`config.mk`:
```
export PLATFORM = sky130hd
export DESIGN_NAME = htbs_head
export DESIGN_NICKNAME = d
export VERILOG_FILES = /design/src/hw/rtl/htbs_pkg.sv /design/src/hw/rtl/htbs_head.sv
export SDC_FILE = /design/constraint.sdc
export NUM_CORES = 1
export LEC_CHECK = 0
export BUFFER_PORTS_ARGS = -buffer_cell sky130_fd_sc_hd__buf_2
export CAP_MARGIN = 20
export CORE_ASPECT_RATIO = 0.7
export CORE_MARGIN = 5
export CORE_UTILIZATION = 35
export DETAILED_ROUTE_END_ITERATION = 8
export PLACE_DENSITY = 0.69
export SKIP_CTS_REPAIR_TIMING = 1
export SLEW_MARGIN = 40
export SYNTH_ARGS = -nofsm -noshare
export SYNTH_HDL_FRONTEND = slang
export SYNTH_SLANG_ARGS = --single-unit
```
`constraint.sdc`:
```
create_clock -name clk -period 3.9 [get_ports clk]
set_clock_uncertainty 0.1 [all_clocks]
set_input_delay 0.78 -clock clk [delete_from_list [all_inputs] [get_ports clk]]
set_output_delay 0.78 -clock clk [all_outputs]
set_load 0.05 [all_outputs]
```
`src/hw/rtl/htbs_pkg.sv`:
```
package htbs_pkg;

	// default configuration
	localparam int COORD_WIDTH_DEF   = 16;
	localparam int CORDIC_STAGES_DEF = 16;

	// angle accumulator, 1/32768 degree
	localparam int ZW           = 25;
	localparam int Z_SHIFT      = 8;
	localparam int ZR_W         = ZW - Z_SHIFT;
	localparam int ROUND_BIAS   = 128;
	localparam int FINE_QUARTER = 2949120;

	// headings and turns, 1/128 degree
	localparam int HW        = 16;
	localparam int DW        = HW + 1;
	localparam int TURN_W    = 16;
	localparam int FULL_TURN = 46080;
	localparam int HALF_TURN = 23040;

	// atan(2^-i) in 1/32768 degree, rounded to nearest
	function automatic logic signed [ZW-1:0] atan_fine(input int idx);
		logic signed [ZW-1:0] v;
		case (idx)
			0:  v = ZW'(1474560);
			1:  v = ZW'(870484);
			2:  v = ZW'(459940);
			3:  v = ZW'(233473);
			4:  v = ZW'(117189);
			5:  v = ZW'(58652);
			6:  v = ZW'(29333);
			7:  v = ZW'(14667);
			8:  v = ZW'(7334);
			9:  v = ZW'(3667);
			10: v = ZW'(1833);
			11: v = ZW'(917);
			12: v = ZW'(458);
			13: v = ZW'(229);
			14: v = ZW'(115);
			15: v = ZW'(57);
			16: v = ZW'(29);
			17: v = ZW'(14);
			18: v = ZW'(7);
			19: v = ZW'(4);
			20: v = ZW'(2);
			21: v = ZW'(1);
			default: v = '0;
		endcase
		return v;
	endfunction

endpackage

```
`src/hw/rtl/htbs_head.sv`:
```
module htbs_head (
	input  logic                            clk,
	input  logic                            en,
	input  logic signed [htbs_pkg::ZW-1:0]  z_in,
	input  logic                            zero_in,
	output logic [htbs_pkg::HW-1:0]         head_s2
);
	import htbs_pkg::*;

	logic signed [ZW-1:0]   zb;
	logic signed [ZR_W-1:0] zr_s1;
	logic                   zero_s1;

	assign zb = z_in + ZW'(ROUND_BIAS);

	// round to nearest 1/128 degree
	always_ff @(posedge clk) begin
		if (en) begin
			zr_s1   <= zb[ZW-1:Z_SHIFT];
			zero_s1 <= zero_in;
		end
	end

	// wrap into one full turn
	always_ff @(posedge clk) begin
		if (en) begin
			if (zero_s1)
				head_s2 <= '0;
			else if (zr_s1 < 0)
				head_s2 <= HW'(zr_s1 + ZR_W'(FULL_TURN));
			else if (zr_s1 >= ZR_W'(FULL_TURN))
				head_s2 <= HW'(zr_s1 - ZR_W'(FULL_TURN));
			else
				head_s2 <= HW'(zr_s1);
		end
	end

endmodule

```
==> results.md <==
* GRT Util Overall at 0.111
* Worst path slowest cell: or4b_4
* Drt pass-1 iters at 4
* Routed Wire Length at 2.98 mm
* H-tree levels at 2
* Setup TNS at 0 ps
* CTS Buffer Depth at 2
* Critical path's largest stage delay at 470 ps
* Setup WS post-layout at 1240 ps
* Ys async rst share at 0
* Setup-failing EPs final at 0
* Mapped cell area at 1690 um^2
* FF+latch area at 1020 um^2
* Worst Hold Class: reg -> reg
* Clock-pin slew on the worst setup and hold paths at 60 ps
* Status: finished, final reports clean
* Max Cap Viol at 0
* Mean Syn Cell Area at 12.7 um^2
* Yosys reg bits at 34
* CP Max Fanout at 5
* Site Rows at 21
* Num CTS Buffers at 5
* Die Y-Extent at 68.2 um
* Tmin final at 2660 ps
* Routed WL per cell at 12.8 um
* CTS Root Cell: clkbuf_8
* Largest net degree at the start of global routing at 35
* Primary FF master, synth: edfxtp_1
* Final hold vios at 0
* Syn Nets at 165
* Worst Path Required at 3830 ps
* Final clock period utilization by the worst path at 0.683
* Initial antenna violation count at 0
* Antenna-violating nets left at 0
* FILL cells at 448
* Skew-Pair Late Insertion Delay at 280 ps
* Post-synthesis sequential area ratio at 0.604
* Area of the multi-input gates at 641 um^2
* Share of cells above drive strength 1 at 0.263
* Synthesized instance count at 133
* Synth cell types at 31
* First DRT Iteration DRCs at 99
* Port Buf Inserts at 36
* Top-Level Pins at 44
* Worst Path Arrival at 2600 ps
* P per Cell Area at 412 nW/um^2
* Routability cong. at 0.785
* Critical-path cell list: inv_1, ha_1, or4b_4, nor4_4, nor2_1, o32ai_2, mux2_1
* CTS tree: built
* Number of synthesized flops with an enable pin at 34
* Yosys warnings at 0
* RSZ-0062 raised after global routing: no
* VDD IR max at 0.134 mV
* Hold_ws at 459 ps
* Die area at 6350 um^2
* Core area at 4730 um^2
* DRC Markers at 0
* Hpwl dp at 2.25 mm
* CTS Sinks at 34
* Count of pins over their slew limit at 0
* Area growth syn-to-layout at 19.2%
* Chip Width at 93.1 um
* Kind of critical path: reg -> reg
* Startpoint class of the critical path: flip-flop
* Starting Density at 0.358
* Slew @ Worst Pin at 728 ps
* Fin nets at 206
* Critical path endpoint category: flip-flop
* Vias at 1100
* GRT overflow at 0
* Max Freq at 375 MHz
* Slew HR at 0.515
* Cell count of the worst hold path at 1
* Worst R2R Path Depth at 7
* Vias in the first global route at 1131
* DP Worst Slack at 1250 ps
* First-pass GRT wire length at 5.23 mm
* Via density at 4.74
* Pleak at 0.781 nW
* Antenna cells at 0
-- placed cells by master, fill, tap and decap left out, types with 2 or more instances in the layout --
master    netlist  layout
a21oi_1         4       4
and4_1          2       2
buf_2           0      36
clkbuf_8        0       5
clkinv_1        0       3
edfxtp_1       34      34
ha_1            4       4
inv_1           6       6
mux2_1          2       2
nand2_1        10      10
nand3_1         8       8
nand4_1         4       4
nor2_1         11      11
nor2b_1        11      11
xnor2_1        15      15
xor2_1          3       3
-- cell usage after synthesis (all sizes together) (2+ instances only) --
| cell type | number | area share |
|---|---|---|
| nand3 | 8 | 0.024 |
| nor4 | 2 | 0.016 |
| ha | 4 | 0.030 |
| clkbuf | 2 | 0.0044 |
| edfxtp | 34 | 0.60 |
| a21oi | 4 | 0.012 |
| xnor2 | 15 | 0.078 |
| inv | 6 | 0.013 |
| mux2 | 2 | 0.013 |
| or4 | 2 | 0.011 |
| nand2 | 10 | 0.022 |
| nor2 | 11 | 0.024 |
| nor2b | 11 | 0.041 |
| and4 | 2 | 0.010 |
| nand4 | 4 | 0.015 |
| xor2 | 3 | 0.016 |
-- worst paths after layout --
| kind | startpoint | to | slack (ps) |
|---|---|---|---|
| max reg2reg | zr_s1[11] | head_s2[12] | 1240 |
| min reg2reg | zr_s1[2] | head_s2[2] | 460 |
| min | zr_s1[2] | head_s2[2] | 460 |
| max | zr_s1[11] | head_s2[12] | 1240 |
-- power by group --
part	internal, mW	switching, mW	total, mW
Clock	0.119	0.114	0.233
Combinational	0.0458	0.0921	0.138
Sequential	0.439	0.0202	0.459
-- critical path, delay by kind of cell, from the launching register on --
kind	cells	cell delay, ps
buffers and inverters	1	140
AOI/OAI and AO/OA	1	300
DFF	1	450
muxes	1	350
adders and majority gates	1	150
and+or+nand+nor	3	940
-- registers in the layout, summed over array words and instances, names as in the netlist --
register	cells
zr_s1	17
zero_s1	1
head_s2	16
-- metal layers --
layer / up-vias / GRT usage / wire (um)
met5: - / 0 / 0
li1: 567 / - / -
met2: 49 / 0.143 / 1130
met3: 2 / 0.0396 / 253
met1: 482 / 0.155 / 1590
met4: 0 / 0.0713 / 10
-- area by class of cell --
class | count | share of cell area
well taps | 57 | 0.0354
multi-input cells | 91 | 0.318
clock inverters | 3 | 0.00559
flip-flops and latches | 34 | 0.507
clock buffers | 5 | 0.0341
repair buffers | 36 | 0.0894
inverters | 6 | 0.0112
-- logic make-up after synthesis --
family          synth area share
fa+ha+maj                 0.0296
flops                      0.604
compound gates            0.0599
xor+xnor                  0.0932
mux                       0.0133
buf+inv                   0.0178
simple gates               0.183
-- stage by stage --
step           total power [mW]  area, um^2  utilization  cells
2_1_floorplan             0.557        1690            -    133
3_3_place_gp              0.603        1940        0.409    224
3_5_place_dp              0.606        1940        0.409    224
4_1_cts                   0.840        2020        0.426    232
5_1_grt                   0.876        2020        0.426    232
6_report                  0.830        2020        0.426    232
No activity file was read; power rests on OpenSTA's default activity.
