<file path="src/hw/rtl/htbs_pkg.sv">
package htbs_pkg;

	// default configuration
	localparam int COORD_WIDTH_DEF   = 16;
	localparam int CORDIC_STAGES_DEF = 16;

	// angle accumulator, 1/32768 degree
	localparam int ZW           = 25;
	localparam int Z_SHIFT      = 8;
	localparam int ZR_W         = ZW - Z_SHIFT;
	localparam int ROUND_BIAS   = 128;
	localparam int FINE_QUARTER = 2949120;

	// headings and turns, 1/128 degree
	localparam int HW        = 16;
	localparam int DW        = HW + 1;
	localparam int TURN_W    = 16;
	localparam int FULL_TURN = 46080;
	localparam int HALF_TURN = 23040;

	// atan(2^-i) in 1/32768 degree, rounded to nearest
	function automatic logic signed [ZW-1:0] atan_fine(input int idx);
		logic signed [ZW-1:0] v;
		case (idx)
			0:  v = ZW'(1474560);
			1:  v = ZW'(870484);
			2:  v = ZW'(459940);
			3:  v = ZW'(233473);
			4:  v = ZW'(117189);
			5:  v = ZW'(58652);
			6:  v = ZW'(29333);
			7:  v = ZW'(14667);
			8:  v = ZW'(7334);
			9:  v = ZW'(3667);
			10: v = ZW'(1833);
			11: v = ZW'(917);
			12: v = ZW'(458);
			13: v = ZW'(229);
			14: v = ZW'(115);
			15: v = ZW'(57);
			16: v = ZW'(29);
			17: v = ZW'(14);
			18: v = ZW'(7);
			19: v = ZW'(4);
			20: v = ZW'(2);
			21: v = ZW'(1);
			default: v = '0;
		endcase
		return v;
	endfunction

endpackage

</file>
<file path="src/hw/rtl/htbs_cell.sv">
module htbs_cell #(
	parameter int XW  = 35,
	parameter int IDX = 0
) (
	input  logic                            clk,
	input  logic                            en,
	input  logic signed [XW-1:0]            x_in,
	input  logic signed [XW-1:0]            y_in,
	input  logic signed [htbs_pkg::ZW-1:0]  z_in,
	input  logic                            zero_in,
	output logic signed [XW-1:0]            x_q,
	output logic signed [XW-1:0]            y_q,
	output logic signed [htbs_pkg::ZW-1:0]  z_q,
	output logic                            zero_q
);
	import htbs_pkg::*;

	localparam logic signed [ZW-1:0] ANGLE = atan_fine(IDX);

	logic signed [XW-1:0] xs, ys;

	// floor shifts
	assign xs = x_in >>> IDX;
	assign ys = y_in >>> IDX;

	// one vectoring micro-rotation, driving y towards zero
	always_ff @(posedge clk) begin
		if (en) begin
			zero_q <= zero_in;
			if (y_in > 0) begin
				x_q <= x_in + ys;
				y_q <= y_in - xs;
				z_q <= z_in + ANGLE;
			end else begin
				x_q <= x_in - ys;
				y_q <= y_in + xs;
				z_q <= z_in - ANGLE;
			end
		end
	end

endmodule

</file>
<file path="config.mk">
export PLATFORM = sky130hd
export DESIGN_NAME = htbs_cell
export DESIGN_NICKNAME = d
export VERILOG_FILES = /design/src/hw/rtl/htbs_pkg.sv /design/src/hw/rtl/htbs_cell.sv
export SDC_FILE = /design/constraint.sdc
export NUM_CORES = 1
export LEC_CHECK = 0
export BUFFER_PORTS_ARGS = -buffer_cell sky130_fd_sc_hd__buf_2
export CAP_MARGIN = 20
export CORE_ASPECT_RATIO = 1.5
export CORE_MARGIN = 2
export CORE_UTILIZATION = 45
export CTS_CLUSTER_SIZE = 25
export DETAILED_ROUTE_END_ITERATION = 7
export GPL_TIMING_DRIVEN = 0
export PLACE_DENSITY = 0.73
export SLEW_MARGIN = 25
export SYNTH_ARGS = -nofsm -noshare
export SYNTH_HDL_FRONTEND = slang
export SYNTH_SLANG_ARGS = --single-unit
</file>
<file path="constraint.sdc">
create_clock -name clk -period 4.69 [get_ports clk]
set_clock_uncertainty 0.2 [all_clocks]
set_input_delay 0.7035 -clock clk [delete_from_list [all_inputs] [get_ports clk]]
set_output_delay 0.7035 -clock clk [all_outputs]
set_load 0.01 [all_outputs]
</file>
==> metrics.txt, run 1 <==
EDFF count, synth=95; Nets=1483; crit path launch type=input port; mapped cell area=9430 sq um; Final setup viols=0; Non-Filler Instances=1540; initial antenna violation count=0; DRC errors left=0; # rows=64; via count=8954; layout cells sized above 1=19.8%; crit path kind=input port to flop; CTS tree=done; Synth Flop Type=edfxtp_1; NetSw=0.00111 W; Power Density=277 nW/um^2; number of global-route vias before repair=8951; post-cts hold buffer count=0; Placed Area=10800 sq um; GRT overflow=0; sequential area share after synthesis=30.2%; initial DRC count=576; H-tree depth=3; final worst path period share=94.1%; sw frac=36.4%; Leak Pwr=4.97 nW; clock tree buffer depth=2; Synth Area in XOR/XNOR=7.06%; CTS Root Cell=clkbuf_16; Synth Instances=1068; total length of routed wires=31700 um; CP max FO=8; share of power burned in registers=37.3%; min-delay worst type=input port to flop; main combinational cell family by area after synthesis=compound AO/OA/AOI/OAI gates; status=finished clean; Slew headroom=31.8%; Layout area overhead=16.9%; CTS buffer count=9; vias per std cell=5.81; crit end category=flop; yosys warns=0; FMAX=227 MHz; worst path required time=4.60 ns; Final Power=0.00305 W; Post-Synth Adder-Cell Area=15.4%; Initial Utilization=46.0%; post-CTS setup buffers=0; Die Y-Extent=181 um; actual slew at the worst max-slew pin=1.02 ns; Yosys reg bits=95; Worst-path clk slew=0.07 ns; PortBufs=193; RSZ-0062 raised after global routing=false; placed cell count=1526; Die Wd=122 um; Avg Inst Size Synth=8.83 sq um; Clock Power Share=22.5%; post_cts resized=1; crit path time final=4.41 ns; first-pass GRT wire length=48200 um; Combinational Power Share=40.2%; Ant. Diodes=0; Core ar.=20500 sq um; Worst VDD drop=0.197 mV; I/O pins=194; GRT Util Overall=28.4%; P_int=0.00194 W; DR WL/cell=20.6 um; die area=22200 sq um; largest net degree at the start of global routing=56; CTS sink count=95; Slew Viols, Final=0; post-DP HPWL=25300 um; number of routed nets with antenna violations=0; Worst Path Arrival=4.32 ns; Mapped Nets=1280; Post-Synth Simple-Gate Area=12.5%; GPL Wtd Cong=0.975; mux contribution to synthesized area=0.849%; cell area after layout=11000 sq um; DR pass1 iterations=5; ys async rst share=0%; compound-gate portion of the synthesized area=26.2%; Max-cap violations=0; post-synth cell types=79; final hold vios=0
-- worst max-delay path, cell delays in order --
cell and delay, ns:
buf_2 0.10, inv_1 0.05, ha_1 0.28, clkbuf_2 0.17, nor3_1 0.35, nand2b_1 0.15, a211oi_1 0.69, o2111ai_1 0.23
o31ai_1 0.19, a21oi_1 0.30, o21ai_0 0.69, a21oi_1 0.21, xor2_1 0.22
-- path summary, 6_finish.rpt --
check,startpoint,end,slack [ns],cells after the start
max,x_in[7],y_q[32]$_DFFE_PP_,0.28,13
min,z_in[8],z_q[8]$_DFFE_PP_,0.31,1
-- logic make-up (layout without fill, tap and decap cells) --
kind of cell / Yosys count / in the layout
flops: 95 / 95
mux: 8 / 8
simple gates: 234 / 234
xor+xnor: 76 / 76
buf+inv: 161 / 369
compound gates: 380 / 380
fa+ha+maj: 114 / 114
-- metrics by stage --
stage               hold WS [ns]  worst slack, ns  util, %  setup TNS, ns
global placement           0.679           -0.678     52.3          -2.02
CTS                        0.304            0.467     53.8              0
finish                     0.313            0.276     53.8              0
floorplan                  0.602            0.843        -              0
detailed placement         0.682           -0.770     52.5          -2.48
global route               0.307            0.260     53.8              0
-- layout by cell type (no fill, tap or decap), drive strengths merged, types with 11 or more instances in the layout --
cell type,Yosys,routed
a21oi,120,120
nand2b,15,15
o21bai,29,29
o31ai,11,11
nor3,17,17
o21a,17,17
nand2,46,46
buf,15,209
nor2,73,73
o21ai,73,73
inv,110,111
nand3,12,12
xnor2,60,60
a21o,35,35
ha,110,110
nor4,17,17
edfxtp,95,95
nor2b,11,11
xor2,16,16
a211oi,21,21
clkbuf,32,40
-- layer usage --
metal	GRT usage, %	vias up	wire length, um
met4	15.9	0	1700
li1	-	4261	-
met5	0	-	0
met1	32.4	4233	12200
met2	50.4	355	16200
met3	3.38	105	1640
-- power groups by stage --
stage	Clock [W]	Combinational [W]	Sequential [W]
after global routing	0.000727	0.00133	0.00115
final	0.000688	0.00123	0.00114
after detailed placement	0	0.00121	0.00116
after floorplan	0	0.000696	0.00123
after CTS	0.000706	0.00122	0.00114
after global placement	0	0.00120	0.00116
-- Yosys cell counts (all sizes together), types with 12 or more instances --
library cell,n,area [sq um]
nor2,73,274
nor4,17,113
inv,110,413
o21a,17,128
a211oi,21,163
xnor2,60,526
edfxtp,95,2850
clkbuf,32,191
o21ai,73,365
ha,110,1380
a21o,35,267
xor2,16,140
buf,15,109
nor3,17,85.1
nand2,46,180
a21oi,120,601
o21bai,29,218
nand2b,15,93.8
nand3,12,65.1
-- registers in the layout, indices dropped and copies added, names as in the netlist --
| signal | count |
|---|---|
| x_q | 35 |
| y_q | 34 |
| z_q | 25 |
| zero_q | 1 |
-- layout make-up --
class / count / area (sq um)
fillers: 1995 / 9480
multi-input cells: 812 / 5850
flip-flops and latches: 95 / 2850
repair buffers: 194 / 1000
inverters: 113 / 424
well taps: 264 / 330
plain buffers: 46 / 303
clock buffers: 10 / 229
clock inverters: 6 / 35.0
Note: power is estimated with default switching activity, not from simulation.
==> run 2: changes to the inputs <==
--- a/config.mk
+++ b/config.mk
@@ -7,7 +7,7 @@
 export LEC_CHECK = 0
 export BUFFER_PORTS_ARGS = -buffer_cell sky130_fd_sc_hd__buf_2
 export CAP_MARGIN = 20
-export CORE_ASPECT_RATIO = 1.5
+export CORE_ASPECT_RATIO = 0.75
 export CORE_MARGIN = 2
 export CORE_UTILIZATION = 45
 export CTS_CLUSTER_SIZE = 25
==> run 2 against run 1 <==
Net effect: sequential power about the same; non-clock buffer count stayed put; sequential cell count is the same; first-iteration DRC count increased by 57%; die area about the same.
==> metrics.txt, run 2 (synthesis results as in run 1) <==
Die Wd=171 um (+40%); FMAX=228 MHz (+0.73%); Combinational Power Share=39.4% (-0.8 points); Clock Power Share=24.2% (+1.7 points); status=finished clean; crit path kind=input port to flop; CP max FO=10 (+2); post_cts resized=2 (+1); Largest regs=x_q: 35 flops, y_q: 34 flops, z_q: 25 flops; cell area after layout=11100 sq um (+0.61%); hold path start=z_in[10]; Leak Pwr=4.99 nW (+0.29%); placed cell count=1544 (+1.2%); I/O pins=194 (unchanged); Slew headroom=29.7% (-2.1 points); DRC errors left=0 (unchanged); Worst-path clk slew=0.08 ns (about the same); NetSw=0.00116 W (+4.1%); CTS tree=done; RSZ-0062 raised after global routing=false; final setup TNS=0 ns (unchanged); post-cts hold buffer count=0 (unchanged); met1 Track Usage GR=41.8% (+9.5 points); total length of routed wires=30600 um (-3.5%); hold slack=0.306 ns (-0.00712 ns); die area=22100 sq um (about the same); DR pass1 iterations=6 (+1); GRT Util Overall=27.5% (-0.93 points); Die Y-Extent=129 um (-29%); GPL Wtd Cong=0.961 (-1.4%); Placed Area=10800 sq um (+0.21%); Layout area overhead=17.6%; most frequent cells in the layout=buf_2 (195), a21oi_1 (120), inv_1 (110), ha_1 (110), edfxtp_1 (95); crit path from=x_in[10]; Non-Filler Instances=1558 (+1.2%); largest net degree at the start of global routing=51 (-8.9%); Nets=1483 (unchanged); share of power burned in registers=36.4% (-0.9 points); crit path launch type=input port; min-delay worst type=input port to flop; number of global-route vias before repair=8308 (-7.2%); post-DP HPWL=24300 um (-3.9%); global route hottest layer=met1; clock tree buffer depth=2 (unchanged); final worst path period share=93.4% (-0.68 points); Worst Path Arrival=4.29 ns (-0.03 ns); met2 Usage GRT=39.4% (-11 points); Ant. Diodes=0 (unchanged); commonest non-fill, non-tap cell in the layout=buf_2; Max-cap violations=0 (unchanged); Core ar.=20400 sq um (-0.57%); via count=8965 (+0.12%); register name with the most flops=x_q; PortBufs=193 (unchanged); crit path time final=4.38 ns (-0.0319 ns); number of routed nets with antenna violations=0 (unchanged); actual slew at the worst max-slew pin=1.05 ns (+0.0319 ns); max FFs per register=35 (unchanged); post-CTS setup buffers=0 (unchanged); initial antenna violation count=0 (unchanged); P_int=0.00196 W (+1.0%); initial DRC count=906 (+57%); final setup margin=0.308 ns (+0.0319 ns); Slew Viols, Final=0 (unchanged); Initial Utilization=46.3% (+0.27 points); CTS Root Cell=clkbuf_16; Worst VDD drop=0.155 mV (-21%); met3 Use GR=6.23% (+2.9 points); pre-CTS setup slack=-0.717 ns (+0.0534 ns); CTS sink count=95 (unchanged); vias per std cell=5.75 (-1.0%); crit end category=flop; # rows=45 (-30%); CTS buffer count=9 (unchanged); H-tree depth=3 (unchanged); worst path required time=4.60 ns (about the same); Fill cells=1947 (-2.4%); layout cells sized above 1=20.1% (+0.24 points); final hold vios=0 (unchanged); DR WL/cell=19.6 um (-4.6%); sw frac=37.1% (+0.69 points); Power Density=281 nW/um^2 (+1.5%); GRT overflow=0 (unchanged); first-pass GRT wire length=46600 um (-3.3%); Final setup viols=0 (unchanged)
## run 2: cell count changes in the layout (fill, tap and decap cells not counted), sizes merged
cell and change:
inv +2, clkinv -1, clkbuf -1
## run 2: path summary, 6_finish.rpt
check	endpoint	slack, ns	depth (start not counted)
worst min-delay path	z_q[10]$_DFFE_PP_	0.31	1
worst max-delay path	x_q[32]$_DFFE_PP_	0.31	12
## run 2: cell type report
class	count	area [sq um]	share of cell area, %
multi-input cells	812	5860	52.8
repair buffers	194	1000	9.01
plain buffers	46	303	2.73
flip-flops and latches	95	2850	25.7
well taps	282	353	3.18
clock buffers	9	225	2.03
clock inverters	7	77.6	0.699
inverters	113	424	3.82
## run 2: per-layer routing
metal | vias to the layer above | routed length, um
li1 | 4267 | -
met1 | 4157 | 14500
met2 | 501 | 12300
met3 | 40 | 3340
met4 | 0 | 457
met5 | - | 0
## run 2: worst max-delay path, stage by stage
cell	delay, ns
buf_2	0.11
inv_1	0.04
ha_1	0.44
clkbuf_1	0.44
nand4_1	0.28
nor4_1	0.48
o21ai_0	0.32
a31oi_1	0.70
a211oi_1	0.20
o21a_1	0.21
a21oi_1	0.23
xor2_1	0.12
## run 2: power groups by stage
stage,Sequential [W],Clock [W],Combinational (W)
after CTS,0.00114,0.000774,0.00121
after detailed placement,0.00115,0,0.00120
after floorplan,0.00123,0,0.000696
final,0.00113,0.000756,0.00123
after global placement,0.00115,0,0.00119
after global routing,0.00115,0.000799,0.00133
## run 2: metrics by stage
step           power [W]  utilization, %
2_1_floorplan    0.00193               -
3_3_place_gp     0.00234            52.7
3_5_place_dp     0.00235            52.9
4_1_cts          0.00312            54.4
5_1_grt          0.00328            54.4
6_report         0.00312            54.4
