==> src/hw/rtl/htbs_pkg.sv <==
package htbs_pkg;

	// default configuration
	localparam int COORD_WIDTH_DEF   = 16;
	localparam int CORDIC_STAGES_DEF = 16;

	// angle accumulator, 1/32768 degree
	localparam int ZW           = 25;
	localparam int Z_SHIFT      = 8;
	localparam int ZR_W         = ZW - Z_SHIFT;
	localparam int ROUND_BIAS   = 128;
	localparam int FINE_QUARTER = 2949120;

	// headings and turns, 1/128 degree
	localparam int HW        = 16;
	localparam int DW        = HW + 1;
	localparam int TURN_W    = 16;
	localparam int FULL_TURN = 46080;
	localparam int HALF_TURN = 23040;

	// atan(2^-i) in 1/32768 degree, rounded to nearest
	function automatic logic signed [ZW-1:0] atan_fine(input int idx);
		logic signed [ZW-1:0] v;
		case (idx)
			0:  v = ZW'(1474560);
			1:  v = ZW'(870484);
			2:  v = ZW'(459940);
			3:  v = ZW'(233473);
			4:  v = ZW'(117189);
			5:  v = ZW'(58652);
			6:  v = ZW'(29333);
			7:  v = ZW'(14667);
			8:  v = ZW'(7334);
			9:  v = ZW'(3667);
			10: v = ZW'(1833);
			11: v = ZW'(917);
			12: v = ZW'(458);
			13: v = ZW'(229);
			14: v = ZW'(115);
			15: v = ZW'(57);
			16: v = ZW'(29);
			17: v = ZW'(14);
			18: v = ZW'(7);
			19: v = ZW'(4);
			20: v = ZW'(2);
			21: v = ZW'(1);
			default: v = '0;
		endcase
		return v;
	endfunction

endpackage

==> src/hw/rtl/htbs_pre.sv <==
module htbs_pre #(
	parameter int COORD_WIDTH   = htbs_pkg::COORD_WIDTH_DEF,
	parameter int CORDIC_STAGES = htbs_pkg::CORDIC_STAGES_DEF,
	parameter int XW            = COORD_WIDTH + CORDIC_STAGES + 3
) (
	input  logic                            clk,
	input  logic                            en,
	input  logic signed [COORD_WIDTH-1:0]   start_x,
	input  logic signed [COORD_WIDTH-1:0]   start_y,
	input  logic signed [COORD_WIDTH-1:0]   end_x,
	input  logic signed [COORD_WIDTH-1:0]   end_y,
	output logic signed [XW-1:0]            x_s2,
	output logic signed [XW-1:0]            y_s2,
	output logic signed [htbs_pkg::ZW-1:0]  z_s2,
	output logic                            zero_s2
);
	import htbs_pkg::*;

	localparam int DXW = COORD_WIDTH + 1;

	logic signed [DXW-1:0] dx_s1, dy_s1;
	logic signed [XW-1:0]  xe, ye;

	// direction vector
	always_ff @(posedge clk) begin
		if (en) begin
			dx_s1 <= $signed({end_x[COORD_WIDTH-1], end_x}) -
			         $signed({start_x[COORD_WIDTH-1], start_x});
			dy_s1 <= $signed({end_y[COORD_WIDTH-1], end_y}) -
			         $signed({start_y[COORD_WIDTH-1], start_y});
		end
	end

	// scale up by 2^stages
	assign xe = {{(XW-DXW-CORDIC_STAGES){dx_s1[DXW-1]}}, dx_s1, {CORDIC_STAGES{1'b0}}};
	assign ye = {{(XW-DXW-CORDIC_STAGES){dy_s1[DXW-1]}}, dy_s1, {CORDIC_STAGES{1'b0}}};

	// quarter turn into the right half plane
	always_ff @(posedge clk) begin
		if (en) begin
			zero_s2 <= (dx_s1 == '0) && (dy_s1 == '0);
			if (dx_s1 < 0) begin
				if (dy_s1 >= 0) begin
					x_s2 <= ye;
					y_s2 <= -xe;
					z_s2 <= ZW'(FINE_QUARTER);
				end else begin
					x_s2 <= -ye;
					y_s2 <= xe;
					z_s2 <= -ZW'(FINE_QUARTER);
				end
			end else begin
				x_s2 <= xe;
				y_s2 <= ye;
				z_s2 <= '0;
			end
		end
	end

endmodule

==> config.mk <==
export PLATFORM = sky130hd
export DESIGN_NAME = htbs_pre
export DESIGN_NICKNAME = d
export VERILOG_FILES = /design/src/hw/rtl/htbs_pkg.sv /design/src/hw/rtl/htbs_pre.sv
export SDC_FILE = /design/constraint.sdc
export NUM_CORES = 1
export LEC_CHECK = 0
export BUFFER_PORTS_ARGS = -buffer_cell sky130_fd_sc_hd__buf_2
export CAP_MARGIN = 20
export CORE_ASPECT_RATIO = 1.1
export CORE_UTILIZATION = 35
export CTS_CLUSTER_DIAMETER = 60
export CTS_CLUSTER_SIZE = 28
export DETAILED_ROUTE_END_ITERATION = 8
export HOLD_SLACK_MARGIN = 0.05
export PLACE_DENSITY = 0.57
export SETUP_SLACK_MARGIN = 0.15
export SKIP_LAST_GASP = 1
export SLEW_MARGIN = 15
export SYNTH_ARGS = -nofsm -noshare
export SYNTH_HDL_FRONTEND = slang
export SYNTH_SLANG_ARGS = --single-unit
==> constraint.sdc <==
create_clock -name clk -period 4.73 [get_ports clk]
set_input_delay 0.473 -clock clk [delete_from_list [all_inputs] [get_ports clk]]
set_output_delay 0.473 -clock clk [all_outputs]
set_load 0.02 [all_outputs]
==> results by group, run 1 <==
Worst setup path
  • Worst EP required: between 4000 and 5000 ps
  • Crit path DAT: 2460 ps
  • Slowest CP cell: nor3b_1
  • Worst R2R Start: dx_s1[0]$_DFFE_PP_
  • CP Class: flop to flop
  • Reg-to-Reg End: y_s2[32]$_DFFE_PP_
  • Top delay family on crit path: simple AND/OR/NAND/NOR gates
  • Slowest Stage Delay on Critical Path: ~570 ps
  • FF-to-FF path depth: 8
  • Top cell by count, worst path: nand2_1
  • Flop-to-flop setup slack: ~2400 ps
  • Setup crit end kind: flop
  • Maximum fanout along the worst path: 5
  • CP startpoint kind: flop
  • Buf+Inv Stages, Crit Path: 1
  • Crit-path cells: inv_1, ha_1, nor3b_1, nand2_1, nor4b_1, ha_1, nand2_1, nand2_1

Die
  • Core area: roughly 15000 sq um
  • Row cnt: between 40 and 50
  • Starting Density: 0.357
  • Die Span X: roughly 120 um
  • Die ar.: roughly 16000 sq um
  • Die H: 132 um
  • I/O pins: between 150 and 200

Routing
  • ANT nets after route: 0
  • Post-DR wirelength/cell: 12.9 um
  • DRT Wirelength: around 11000 um
  • Vias per cell: around 4.8
  • DRC errors left: 0
  • DR pass1 iterations: 4
  • 1st-iter DRT viols: ~240
  • Total number of vias: between 4000 and 5000

Pwr
  • Final Power: 2.34 mW
  • Sequential power share: 0.418
  • Switching part of the total: 0.303
  • NetSw: roughly 0.7 mW
  • Internal: around 1.6 mW
  • Leak: approximately 2.8 nW
  • Power share of the clock group: 0.321
  • Max VDD drop: approximately 0.00018 V
  • Logic pwr share: 0.261
  • PD cells: ~370 nW/um^2

Yosys
  • Post-Syn Area: 5380 sq um
  • Post-synth EDFFs: 76
  • Post-synthesis sequential area ratio: 0.424
  • Ys Warns: 0
  • Distinct cells, synth: between 50 and 60
  • Syn Inst Count: roughly 560
  • Most used flip-flop cell after synthesis: edfxtp_1
  • Async SR Flop Fraction: 0
  • Synthesized area per cell: roughly 9.7 sq um
  • Post-synthesis register bit count: 76

STA
  • Min Clock Period, post-route: 2380 ps
  • Tcrit/Tclk final: 0.503
  • Max Freq: 420 MHz
  • Relative slew slack: 0.290
  • Max Slew Vio Count: 0
  • Setup TNS: 0 ps
  • Setup Viol. Count Final: 0
  • Unrepaired setup endpoints after global routing: no
  • Worst-Margin Slew: between 1000 and 1500 ps
  • Worst Skew: between 4 and 5 ps
  • Final hold viol count: 0

Placement
  • Number of port buffers: roughly 110
  • Routability Congestion: around 0.9
  • Hpwl dp: around 9000 um

Run
  • Max Cap Viol: 0

Clocking
  • Hold buffers post-CTS: 0
  • Root buf cell: clkbuf_16
  • Clock sink count: between 70 and 80
  • CTS tree: yes
  • CTS buffer count: 9
  • Clock-pin slew on the worst setup and hold paths: around 50 ps
  • Max H-tree Level: 3
  • Clock latency on the worst-skew pair: about 330 ps
  • Postcts setup bufs: 0
  • CTS max path bufs: 2
  • PostCTS Resize Cnt: 0

Hold path
  • Hold Path Sink: dy_s1[0]$_DFFE_PP_
  • Worst min-delay path category: input port to flop
  • Min-delay src: start_y[0]
  • Hold Path Stages: 3

Global routing
  • Largest net degree at the start of global routing: 50
  • All-Layer GR Usage: 0.143
  • Global route total overflow: 0
  • Number of global-route vias before repair: 3766
  • Initial antenna violation count: 0
  • First-pass GRT wire length: between 15000 and 20000 um

Cells and area
  • P&R area growth vs syn: 16.2%
  • Commonest cells after routing, fill and taps aside: buf_2 (113), edfxtp_1 (76), a21oi_1 (65)
  • Fin nets: 765
  • Number of diodes: 0
  • Share of layout cells above drive strength 1: 0.209
  • Most common cell after layout, fill and taps aside: buf_2

Run status
  • Status: finished clean
==> synthesized netlist by cell type (3+ instances only) <==
| cell | instances | area share |
|---|---|---|
| a21o_1 | 6 | 0.0084 |
| a21oi_1 | 65 | 0.061 |
| a31oi_1 | 4 | 0.0047 |
| and2_1 | 3 | 0.0035 |
| buf_1 | 4 | 0.0028 |
| buf_4 | 54 | 0.075 |
| clkbuf_1 | 11 | 0.0077 |
| edfxtp_1 | 76 | 0.42 |
| ha_1 | 35 | 0.081 |
| inv_1 | 51 | 0.036 |
| nand2_1 | 31 | 0.022 |
| nand2b_1 | 5 | 0.0058 |
| nand3_1 | 4 | 0.0037 |
| nand3b_1 | 3 | 0.0042 |
| nor2_1 | 56 | 0.039 |
| nor2b_1 | 4 | 0.0047 |
| nor3_1 | 5 | 0.0047 |
| nor3b_1 | 3 | 0.0042 |
| nor4_1 | 3 | 0.0035 |
| o211ai_1 | 4 | 0.0056 |
| o21ai_0 | 21 | 0.020 |
| o21bai_1 | 4 | 0.0056 |
| o31ai_1 | 8 | 0.011 |
| or3_1 | 3 | 0.0035 |
| xnor2_1 | 27 | 0.044 |
| xor2_1 | 27 | 0.044 |
==> power groups by stage <==
| stage | clock network, mW | logic [mW] | registers (mW) |
|---|---|---|---|
| floorplan | 0 | 0.419 | 1.02 |
| global placement | 0 | 0.605 | 0.990 |
| detailed placement | 0 | 0.613 | 0.992 |
| CTS | 0.766 | 0.616 | 0.978 |
| global route | 0.789 | 0.679 | 0.993 |
| finish | 0.749 | 0.610 | 0.977 |
==> logic make-up (layout without fill, tap and decap cells) <==
kind of cell,Yosys count,count (layout),synth area share
compound gates,131,131,0.149
xor+xnor,54,54,0.0880
fa+ha+maj,37,37,0.0889
buf+inv,122,181,0.123
flops,76,76,0.424
mux,2,2,0.00372
other cells,1,50,0.000697
simple gates,134,134,0.122
==> through the flow <==
stage                     instance area (sq um)  hold WS [ps]  cells   util  setup slack (ps)
after global routing                       6250           548    861  0.415              2120
after detailed placement                   5920           631    847  0.393              2080
after floorplan                            5560           469    606      -              2450
after global placement                     5920           635    847  0.393              2170
after CTS                                  6250           534    861  0.415              2350
final                                      6250           546    861  0.415              2350
==> worst register-to-register path, cell delays in order, from the launching register on <==
cell and delay, ps:
edfxtp_1 420, inv_1 100, ha_1 160, nor3b_1 570, nand2_1 120, nor4b_1 340
ha_1 290, nand2_1 70, nand2_1 60
==> layer usage <==
layer	routed length [um]	share of wire	track usage
met1	4810	0.43	0.175
met2	5280	0.47	0.237
met4	229	0.021	0.0646
met5	0	0	0
met3	816	0.073	0.0372
==> how the worst max path moves through the flow <==
| stage | endpoint | start | cells after the start | slack, ps |
|---|---|---|---|---|
| final | y_s2[32]$_DFFE_PP_ | dx_s1[0]$_DFFE_PP_ | 8 | 2350 |
| after global routing | y_s2[32]$_DFFE_PP_ | dx_s1[10]$_DFFE_PP_ | 6 | 2120 |
| after CTS | y_s2[32]$_DFFE_PP_ | dx_s1[0]$_DFFE_PP_ | 8 | 2350 |
| after detailed placement | dy_s1[16]$_DFFE_PP_ | start_y[0] | 8 | 2080 |
| after global placement | dy_s1[16]$_DFFE_PP_ | start_y[0] | 8 | 2170 |
| after floorplan | dy_s1[16]$_DFFE_PP_ | end_y[0] | 8 | 2450 |
==> flip-flops by register name, summed over array words and instances, names as in the netlist <==
| name | flops |
|---|---|
| dx_s1 | 17 |
| dy_s1 | 17 |
| x_s2 | 19 |
| y_s2 | 19 |
| z_s2 | 3 |
| zero_s2 | 1 |
==> layout make-up <==
| class | count | area [sq um] |
|---|---|---|
| clock inverters | 5 | 103 |
| clock buffers | 9 | 225 |
| flip-flops and latches | 76 | 2280 |
| multi-input cells | 408 | 2620 |
| fillers | 1515 | 8810 |
| inverters | 52 | 195 |
| well taps | 196 | 245 |
| repair buffers | 115 | 581 |
Note: power is estimated with default switching activity, not from simulation.
==> run 2: changes to the inputs <==
--- a/config.mk
+++ b/config.mk
@@ -5,6 +5,7 @@
 export SDC_FILE = /design/constraint.sdc
 export NUM_CORES = 1
 export LEC_CHECK = 0
+export ABC_AREA = 1
 export BUFFER_PORTS_ARGS = -buffer_cell sky130_fd_sc_hd__buf_2
 export CAP_MARGIN = 20
 export CORE_ASPECT_RATIO = 1.1
@@ -13,7 +14,7 @@
 export CTS_CLUSTER_SIZE = 28
 export DETAILED_ROUTE_END_ITERATION = 8
 export HOLD_SLACK_MARGIN = 0.05
-export PLACE_DENSITY = 0.57
+export PLACE_DENSITY = 0.58
 export SETUP_SLACK_MARGIN = 0.15
 export SKIP_LAST_GASP = 1
 export SLEW_MARGIN = 15
==> constraint.sdc (replaced) <==
create_clock -name clk -period 2.1 [get_ports clk]
set_input_delay 0.21 -clock clk [delete_from_list [all_inputs] [get_ports clk]]
set_output_delay 0.21 -clock clk [all_outputs]
set_load 0.02 [all_outputs]
==> run 2 against run 1 <==
Synthesized cell count rose by 50%. Final area is 12% higher. Cell count up 38%. Register-to-register slack lost 2000 ps. Fmax rose by 34%. Critical path type unchanged. Highest routed layer unchanged.
==> results by group, run 2 <==
Run status
  • Status: finished clean (unchanged)

Clocking
  • Clock latency on the worst-skew pair: 330 ps (about the same)
  • CTS max path bufs: 2 (unchanged)
  • Max H-tree Level: 3 (unchanged)
  • CTS tree: yes (unchanged)
  • Postcts setup bufs: 0 (unchanged)
  • PostCTS Resize Cnt: 0 (unchanged)
  • Root buf cell: clkbuf_16 (unchanged)
  • Hold buffers post-CTS: 0 (unchanged)
  • CTS buffer count: 9 (unchanged)
  • Clock sink count: 76 (unchanged)
  • Clock-pin slew on the worst setup and hold paths: 60 ps (was 50 ps)

Worst setup path
  • Worst EP required: 2180 ps (was 4810 ps)
  • Maximum fanout along the worst path: 3 (was 5)
  • Crit path DAT: 1860 ps (was 2460 ps)
  • Top cell by count, worst path: nand2_1 (unchanged)
  • CP startpoint kind: flop (unchanged)
  • Buf+Inv Stages, Crit Path: 1 (unchanged)
  • CP Class: flop to flop (unchanged)
  • FF-to-FF path depth: 9 (was 8)
  • Slowest CP cell: edfxtp_1 (was nor3b_1)
  • Stages on the worst setup path: 9 (was 8)
  • Slowest Stage Delay on Critical Path: 380 ps (was 570 ps)
  • Setup crit end kind: flop (unchanged)
  • Crit-path cells: inv_1, ha_1, nand3_1, nor2_1, nand2_1, nor2_1, ha_1, nand2_1, nand2_1 (was inv_1, ha_1, nor3b_1, nand2_1, nor4b_1, ha_1, nand2_1, nand2_1)
  • Top delay family on crit path: simple AND/OR/NAND/NOR gates (unchanged)

Cells and area
  • Area of the multi-input gates: 2910 sq um (was 2620 sq um)
  • Share of layout cells above drive strength 1: 0.160 (was 0.209)
  • Fin nets: 1049 (was 765)
  • Final Cell Area: 6980 sq um (was 6250 sq um)
  • Most common cell after layout, fill and taps aside: nand2_1 (was buf_2)
  • Number of diodes: 0 (unchanged)
  • Regs by FF count: x_s2: 19 flops, y_s2: 19 flops (unchanged)
  • Commonest cells after routing, fill and taps aside: nand2_1 (295), inv_1 (152), buf_2 (113) (was buf_2 (113), edfxtp_1 (76), a21oi_1 (65))
  • Final Util: 0.412 (was 0.415)
  • Register area: 2280 sq um (unchanged)
  • P&R area growth vs syn: 15.1% (was 16.2%)
  • Fillers: 1802 (was 1515)

STA
  • Post-route setup slack: 322 ps (was 2350 ps)
  • Setup Viol. Count Final: 0 (unchanged)
  • Max Slew Vio Count: 0 (unchanged)
  • Worst Skew: 6.38 ps (was 4.06 ps)
  • Unrepaired setup endpoints after global routing: no (unchanged)
  • Min Clock Period, post-route: 1780 ps (was 2380 ps)
  • Tcrit/Tclk final: 0.847 (was 0.503)
  • Final hold viol count: 0 (unchanged)
  • Setup TNS: 0 ps (unchanged)
  • Worst-Margin Slew: 530 ps (was 1060 ps)
  • Relative slew slack: 0.646 (was 0.290)
  • Max Freq: 562 MHz (was 420 MHz)

Yosys
  • Async SR Flop Fraction: 0 (unchanged)
  • Most used flip-flop cell after synthesis: edfxtp_1 (unchanged)
  • Top cells by count, synth: nand2_1 (295), inv_1 (152), edfxtp_1 (76), nand3_1 (61), buf_4 (54) (was edfxtp_1 (76), a21oi_1 (65), nor2_1 (56), buf_4 (54), inv_1 (51))
  • Largest area contributor in the netlist: edfxtp_1 (unchanged)
  • Most common cell in the netlist: nand2_1 (was edfxtp_1)
  • Synthesized area per cell: 7.28 sq um (was 9.65 sq um)
  • Ranking of synthesized cells by area: edfxtp_1 (38%), nand2_1 (18%), inv_1 (9.4%) (was edfxtp_1 (42%), ha_1 (8.1%), buf_4 (7.5%))
  • Post-synthesis register bit count: 76 (unchanged)
  • Syn Inst Count: 833 (was 557)
  • Distinct cells, synth: 30 (was 57)
  • Ys Warns: 0 (unchanged)
  • Post-synthesis sequential area ratio: 0.376 (was 0.424)
  • Post-synth EDFFs: 76 (unchanged)
  • Post-Syn Area: 6060 sq um (was 5380 sq um)
  • Top cell type's share of synthesized area: 0.376 (was 0.424)

Hold path
  • Worst min-delay path category: input port to flop (unchanged)
  • Hold Path Stages: 3 (unchanged)

Global routing
  • Global route total overflow: 0 (unchanged)
  • First-pass GRT wire length: 20700 um (was 18100 um)
  • All-Layer GR Usage: 0.147 (was 0.143)
  • Number of global-route vias before repair: 4368 (was 3766)
  • Largest net degree at the start of global routing: 77 (was 50)
  • Initial antenna violation count: 0 (unchanged)

Pwr
  • Final Power: 5.26 mW (was 2.34 mW)
  • Leak: 3.82 nW (was 2.78 nW)
  • Max VDD drop: 0.000364 V (was 0.000183 V)
  • PD cells: 754 nW/um^2 (was 374 nW/um^2)

Routing
  • DR pass1 iterations: 5 (was 4)
  • Vias per cell: 4.19 (was 4.75)
  • ANT nets after route: 0 (unchanged)
  • 1st-iter DRT viols: 253 (was 242)
  • Post-DR wirelength/cell: 10.6 um (was 12.9 um)
  • DRT Wirelength: 12600 um (was 11100 um)
  • DRC errors left: 0 (unchanged)
  • Total number of vias: 4965 (was 4090)

Die
  • Die ar.: 17900 sq um (was 15900 sq um)
  • I/O pins: 162 (unchanged)
  • Core area: 17000 sq um (was 15100 sq um)
  • Die Span X: 127 um (was 120 um)
  • Row cnt: 50 (was 47)
  • Die H: 140 um (was 132 um)
  • Starting Density: 0.358 (was 0.357)

Placement
  • Post-placement cell area: 6680 sq um (was 5920 sq um)
  • Post-place setup slack: 226 ps (was 2080 ps)
  • Hpwl dp: 10400 um (was 9030 um)
  • Routability Congestion: 0.856 (was 0.902)
  • Number of port buffers: 113 (unchanged)

Run
  • Max Cap Viol: 0 (unchanged)
-- run 2: cell count changes after synthesis, moves of 11 or more --
cell	change
a21oi_1	-49
xnor2_1	-19
xor2_1	-11
inv_1	+101
nand2_1	+264
nand3_1	+57
-- run 2: cells by family (layout without fill, tap and decap cells) --
| family | Yosys count | in the layout | share of synthesized area |
|---|---|---|---|
| buffers and inverters | 220 | 289 | 0.174 |
| DFF | 76 | 76 | 0.376 |
| adders and majority gates | 37 | 37 | 0.0788 |
| other | 1 | 50 | 0.000618 |
| AOI/OAI and AO/OA | 48 | 48 | 0.0468 |
| and+or+nand+nor | 427 | 427 | 0.288 |
| xor gates and xnor gates | 24 | 24 | 0.0347 |
-- run 2: stage by stage --
step | cells | hold WS [ps]
after floorplan | 882 | 322
after global placement | 1169 | 560
after detailed placement | 1169 | 552
after CTS | 1185 | 276
after global routing | 1185 | 273
final | 1185 | 282
-- run 2: power by group --
group	internal, mW	switching [mW]	total, mW	leakage [nW]
Combinational	0.551	1.08	1.63	2.93
Clock	0.912	0.579	1.49	0.139
Sequential	1.98	0.164	2.15	0.750
Total	3.44	1.82	5.26	3.82
-- run 2: layout make-up --
| type | count | area share |
|---|---|---|
| clock buffer | 9 | 0.0323 |
| clock inverter | 7 | 0.00968 |
| inverter | 154 | 0.0829 |
| multi-input combinational | 586 | 0.417 |
| sequential | 76 | 0.327 |
| tap | 234 | 0.0420 |
| timing repair buffer | 119 | 0.0893 |
-- run 2: final timing paths --
path	startpoint	endpoint	slack (ps)
setup / recovery	dx_s1[1]$_DFFE_PP_	y_s2[32]$_DFFE_PP_	320
hold / removal	start_y[0]	dy_s1[0]$_DFFE_PP_	280
setup reg to reg	dx_s1[1]$_DFFE_PP_	y_s2[32]$_DFFE_PP_	320
hold reg to reg	dx_s1[0]$_DFFE_PP_	y_s2[16]$_DFFE_PP_	560
-- run 2: metal layers --
metal  GRT usage  share of wire  routed length (um)  vias up
met2       0.245           0.47                5890      127
met3      0.0225          0.043                 538       11
met5           0              0                   0        -
met1       0.194           0.48                5990     2118
li1            -              -                   -     2709
met4      0.0470          0.012                 153        0
-- run 2: worst min-delay path: stages --
cell	delay (ps)
buf_2	80
ha_1	130
inv_1	40
